## src/cve_pkg.sv

```systemverilog
package cve_pkg;

  localparam int SAMPLE_BITS_DEF  = 10;
  localparam int LINE_SAMPLES_DEF = 910;

  localparam int CFG_INDEX_BITS = 8;
  localparam int CFG_DATA_BITS  = 16;

  // register indexes on the configuration port
  typedef enum logic [CFG_INDEX_BITS-1:0] {
    REG_BLANK_LEVEL     = 8'd0,
    REG_BURST_AMPLITUDE = 8'd1,
    REG_LUMA_GAIN       = 8'd2,
    REG_CHROMA_GAIN     = 8'd3,
    REG_ACTIVE_LINES    = 8'd4,
    REG_ACTIVE_WIDTH    = 8'd5,
    REG_BLANK_LINES     = 8'd6
  } cfg_reg_t;

  localparam logic [9:0] RST_BLANK_LEVEL     = 10'd255;
  localparam logic [8:0] RST_BURST_AMPLITUDE = 9'd114;
  localparam logic [9:0] RST_LUMA_GAIN       = 10'd768;
  localparam logic [9:0] RST_CHROMA_GAIN     = 10'd384;
  localparam logic [8:0] RST_ACTIVE_LINES    = 9'd220;
  localparam logic [9:0] RST_ACTIVE_WIDTH    = 10'd586;
  localparam logic [5:0] RST_BLANK_LINES     = 6'd33;

  localparam logic [9:0] VSYNC_LINES = 10'd9;
  localparam int         CALC_CYCLES = 8;

  // what level a sample carries
  typedef enum logic [1:0] {
    KIND_BLACK = 2'd0,
    KIND_SYNC  = 2'd1,
    KIND_BURST = 2'd2,
    KIND_PIXEL = 2'd3
  } kind_t;

  typedef struct packed {
    logic capture;
    logic load;
  } cve_cmd_t;

  function automatic logic signed [15:0] sin_rot(input logic [2:0] k);
    case (k)
      3'd0:    sin_rot = 16'sd8923;
      3'd1:    sin_rot = 16'sd15826;
      3'd2:    sin_rot = 16'sd857;
      3'd3:    sin_rot = -16'sd15296;
      3'd4:    sin_rot = -16'sd10311;
      default: sin_rot = 16'sd8923;
    endcase
  endfunction

  function automatic logic signed [15:0] cos_rot(input logic [2:0] k);
    case (k)
      3'd0:    cos_rot = 16'sd13741;
      3'd1:    cos_rot = -16'sd4240;
      3'd2:    cos_rot = -16'sd16362;
      3'd3:    cos_rot = -16'sd5872;
      3'd4:    cos_rot = 16'sd12733;
      default: cos_rot = 16'sd13741;
    endcase
  endfunction

  function automatic logic signed [15:0] sin_base(input logic [2:0] k);
    case (k)
      3'd0:    sin_base = 16'sd0;
      3'd1:    sin_base = 16'sd15582;
      3'd2:    sin_base = 16'sd9630;
      3'd3:    sin_base = -16'sd9630;
      3'd4:    sin_base = -16'sd15582;
      default: sin_base = 16'sd0;
    endcase
  endfunction

endpackage

```

## src/cve_ctrl.sv

```systemverilog
module cve_ctrl (
  input  logic              clk,
  input  logic              rst,
  input  logic              in_valid,
  output logic              in_ready,
  output logic              out_valid,
  input  logic              out_ready,
  output cve_pkg::cve_cmd_t cmd
);
  import cve_pkg::*;

  typedef enum logic [2:0] {
    ST_IDLE = 3'b001,
    ST_CALC = 3'b010,
    ST_DONE = 3'b100
  } state_t;

  localparam int CNT_BITS = $clog2(CALC_CYCLES);

  state_t              state, state_next;
  logic [CNT_BITS-1:0] cnt;
  logic                out_free;

  assign in_ready    = (state == ST_IDLE);
  assign out_free    = !out_valid || out_ready;
  assign cmd.capture = in_valid && in_ready;
  assign cmd.load    = (state == ST_DONE) && out_free;

  always_comb begin
    state_next = state;
    unique case (state)
      ST_IDLE: if (cmd.capture) state_next = ST_CALC;
      ST_CALC: if (cnt == CNT_BITS'(CALC_CYCLES - 1)) state_next = ST_DONE;
      ST_DONE: if (out_free) state_next = ST_IDLE;
      default: state_next = ST_IDLE;
    endcase
  end

  always_ff @(posedge clk) begin
    if (rst) begin
      state     <= ST_IDLE;
      cnt       <= '0;
      out_valid <= 1'b0;
    end else begin
      state <= state_next;
      if (state == ST_CALC) cnt <= cnt + 1'b1;
      else cnt <= '0;
      if (cmd.load) out_valid <= 1'b1;
      else if (out_ready) out_valid <= 1'b0;
    end
  end

endmodule

```

## config.mk

```make
export PLATFORM = sky130hd
export DESIGN_NAME = cve_ctrl
export DESIGN_NICKNAME = d
export VERILOG_FILES = /design/src/cve_pkg.sv /design/src/cve_ctrl.sv
export SDC_FILE = /design/constraint.sdc
export NUM_CORES = 1
export LEC_CHECK = 0
export ABC_AREA = 1
export BUFFER_PORTS_ARGS = -buffer_cell sky130_fd_sc_hd__buf_4
export CORE_AREA = 5 5 42 44
export CTS_CLUSTER_DIAMETER = 150
export DETAILED_ROUTE_END_ITERATION = 12
export DIE_AREA = 0 0 47 49
export PLACE_DENSITY = 0.55
export SKIP_CTS_REPAIR_TIMING = 1
export SYNTH_ARGS = -nofsm -noshare
export SYNTH_HDL_FRONTEND = slang
export SYNTH_SLANG_ARGS = --single-unit
```

## constraint.sdc

```tcl
create_clock -name clk -period 0.9 [get_ports clk]
set_input_delay 0.045 -clock clk [delete_from_list [all_inputs] [get_ports clk]]
set_output_delay 0.045 -clock clk [all_outputs]
set_load 0.02 [all_outputs]
```

# After elaboration in Yosys (flattened, before gate mapping)

Index checks and enable logic that the tools add are counted.

Bits of input ports: 4
Flip-flop bits (word level): 7

Add/sub/neg operators: 1
Equal/unequal tests: 7
Bitwise operators: 1
Reductions and logical operators: 7
Multiplexer cells: 6

Operator list:

| operator              | number |
|---|---|
| $mux W3               | 3 |
| $pmux W3 S3           | 1 |
| $eq A3 B3 Y1 const B  | 2 |
| $ne A2 B2 Y1 const B  | 2 |
| $add A3 B1 Y3 const B | 1 |
| $eq A3 B1 Y1 const B  | 1 |
| $eq A3 B2 Y1 const B  | 1 |
| $reduce_and A3 Y1     | 1 |
| $logic_and A1 B1 Y1   | 2 |
| $mux W1               | 2 |
| $ne A2 B1 Y1 const B  | 1 |
| $reduce_bool A2 Y1    | 1 |
| $reduce_or A2 Y1      | 1 |
| $logic_not A1 Y1      | 1 |
| $logic_or A1 B1 Y1    | 1 |
| $not A1 Y1            | 1 |

# Logic depth before layout (Yosys ltp)

Depth in word-level cells: 4
Mapped depth: 6

# Worst setup path after synthesis

OpenSTA, ideal clock, no wires.

Path type: reg2reg
From: register cnt[0]
To: register state[2]
Buffers on the path: 0
Setup time: 0.112 ns
Data required time: 0.788 ns
Clock period less this slack: 0.983 ns
Arrival time: 0.871 ns
Path slack: -0.083 ns
Cell stages (with the launch flop): 7
Cells stage by stage: dfxtp_1 -> ha_1 -> ha_1 -> inv_1 -> nand2_4 -> nand3_1 -> nor2_1

Longest elaborated chain between the ends: 3

RTL lines:

| item                               | RTL line       | text |
|---|---|---|
| start, declared                    | cve_ctrl.sv:21 | `logic [CNT_BITS-1:0] cnt;` |
| start signal, assigned             | cve_ctrl.sv:46 | `if (state == ST_CALC) cnt <= cnt + 1'b1;` |
| $eq A3 B3 Y1                       | cve_ctrl.sv:33 | `ST_CALC: if (cnt == CNT_BITS'(CALC_CYCLES - 1)) state_next = ST_DONE;` |
| $ne A2 B2 Y1 (no source line)      | n/a            |  |
| $reduce_and A3 Y1 (no source line) | n/a            |  |
| end signal, assigned               | cve_ctrl.sv:45 | `state <= state_next;` |
| end, declared                      | cve_ctrl.sv:20 | `state_t state, state_next;` |

Every way passes these cells.
A chain may end at the register's enable or synchronous reset.

==> impl_metrics.json <==
{
  "rr_endpoint": "state[1]",
  "tns_ns": -0.531,
  "hold_class": "in -> reg",
  "crit_fanout": 3,
  "max_freq_mhz": 938,
  "synth_area_um2": 335,
  "setup_violations": 6,
  "die_h_um": 49,
  "finalNetCount": 69,
  "r2r-start": "state[1]",
  "preCtsSetupSlack_ns": -0.0485,
  "post-route-period-util_pct": 118,
  "numPlacedInstances": 69,
  "grt_pass1_vias": 273,
  "rows": 14,
  "antenna_found_initial": 0,
  "initial_core_util_pct": 23.9,
  "rr_worst_depth": 6,
  "power.leakage_nw": 0.249,
  "drive_above_1_share_pct": 64.5,
  "min-delay-start": "out_ready",
  "ys_seq_area_share_pct": 41.8,
  "fp.coreArea_mm2": 0.00140,
  "htreeDepth": 1,
  "hold_viol": 0,
  "cp.arrival_ns": 1.02,
  "ir_worst_vdd_mv": 0.783,
  "synthCells": 45,
  "fin_cells": 78,
  "fin_crit_ns": 1.07,
  "clock_insertion_delay_worst_skew_ns": 0.25,
  "clk_root_buffer_cell": "clkbuf_4",
  "crit_end": "cmd[1]",
  "diodes": 0,
  "skew_ns": 0.00591,
  "violations": "setup timing",
  "r2r_slack_ns": -0.05,
  "path_clk_slew_ns": 0.05,
  "grt_pass1_wl_um": 1030,
  "cp-startpoint": "state[1]",
  "synth-seq-cells": 7,
  "ctsLongestPathBuffers": 2,
  "maxSlewHeadroom_pct": 90.5,
  "gp_congestion": 0.626,
  "die_w_um": 47,
  "synth_nets": 51,
  "grt_max_degree": 5,
  "worst-setup-path-type": "reg -> out",
  "wl_per_cell_um": 8.50,
  "syn_to_final_growth_pct": 67.5,
  "drt_first_iter_violations": 1,
  "dieArea_mm2": 0.00230,
  "drtAntennaViolNets": 0,
  "cp.required_ns": 0.85,
  "cts_buffers": 3,
  "yosysWarnings": 0,
  "power_density_mw_per_mm2": 1730,
  "status": "complete, but fails checks",
  "vias": 325,
  "fin_ws_ns": -0.166,
  "via_per_inst": 4.17,
  "port_buffers": 7,
  "synthDistinctLibCells": 13,
  "drv_slew": 0,
  "wirelength_um": 663,
  "cts_tree": "built",
  "grt_usage_pct": 6.69,
  "drc": 0,
  "firstDrtPassIters": 2,
  "clkSinkCount": 7,
  "crit_path_end_kind": "primary output",
  "cp-start-kind": "flip-flop",
  "avgSynthCellArea_um2": 7.45,
  "io_pins": 8,
  "rsz0062_at_grt": "yes",
  "tightest_slew_ns": 0.142,
  "overflow": 0,
  "maxCapViolations": 0,
  "dpl.hpwl_um": 504
}
-- per-stage QoR --
step | hold slack, ns | area (um2) | utilization [%] | total power [mW]
4_1_cts | -0.0224 | 468 | 33.4 | 0.878
5_1_grt | 0.138 | 562 | 40.1 | 1.05
3_3_place_gp | 0.241 | 442 | 31.5 | 0.585
3_5_place_dp | 0.245 | 442 | 31.5 | 0.590
6_report | 0.130 | 562 | 40.1 | 0.974
2_1_floorplan | 0.104 | 362 | - | 0.504
-- power breakdown --
part / leakage [nW] / switching [mW] / total (mW) / internal (mW)
logic: 0.175 / 0.161 / 0.318 / 0.157
registers: 0.0592 / 0.0334 / 0.376 / 0.342
clock network: 0.0150 / 0.111 / 0.280 / 0.169
-- routing by layer --
metal  share of wire (%)  up-vias  global-route usage [%]
met5                   0        -                       0
met4                 4.2        0                    8.29
met3                 2.1        4                    2.21
met2                  58        3                    9.73
met1                  35      147                    6.17
li1                    -      171                       -
-- cell usage in the layout (no fill, tap or decap) --
cell type	synthesis	layout
dlygate4sd3_1	0	1
buf_6	0	2
nand2_2	2	3
buf_4	0	10
nand3_1	3	2
inv_2	2	6
nor2_4	0	3
a21oi_2	1	2
ha_4	0	2
nor2_1	8	7
nand3_2	0	1
nand2_1	4	2
inv_1	9	5
dfxtp_1	7	2
dfxtp_4	0	2
clkbuf_4	0	3
nor2_2	3	1
dfxtp_2	0	3
nand4_1	2	2
nand2_4	1	2
clkbuf_1	0	1
-- layout make-up --
class / instances / area (um2)
clock buffer: 4 / 26.3
multi-input combinational: 27 / 215
sequential: 7 / 151
timing repair buffer: 13 / 108
tap: 16 / 20.0
fill: 162 / 840
inverter: 11 / 41.3
-- worst max-delay path: stages (launching register included) --
cell and delay, ns:
dfxtp_4 0.36, inv_2 0.06, nand3_2 0.07, inv_2 0.09
nand2_4 0.05, inv_2 0.04, buf_6 0.10
-- cells by family after synthesis --
logic type                 share of synthesized area (%)
and+or+nand+nor                                     34.3
AOI/OAI and AO/OA                                   4.10
buffers and inverters                               12.3
DFF                                                 41.8
adders and majority gates                           7.46
-- registers in the layout (all words and copies together) (netlist names) --
signal     flops
state          3
out_valid      1
cnt            3
-- Yosys cell counts --
cell / instances / share of area (%)
nand3_1: 3 / 4.5
dfxtp_1: 7 / 42
a21oi_1: 1 / 1.5
inv_1: 9 / 10
nor2_2: 3 / 5.6
a21oi_2: 1 / 2.6
nand2_4: 1 / 3.4
ha_1: 2 / 7.5
nand4_1: 2 / 3.7
nor2_1: 8 / 9.0
inv_2: 2 / 2.2
nand2_1: 4 / 4.5
nand2_2: 2 / 3.7
-- worst min path at each step --
| stage | to | slack (ns) | cells past startpoint |
|---|---|---|---|
| 3_5_place_dp | out_valid | 0.25 | 2 |
| 6_report | out_valid | 0.13 | 4 |
| 3_3_place_gp | out_valid | 0.24 | 2 |
| 2_1_floorplan | out_valid | 0.10 | 1 |
| 5_1_grt | state[0] | 0.14 | 4 |
| 4_1_cts | out_valid | -0.02 | 2 |
(Power assumes the default switching activity.)
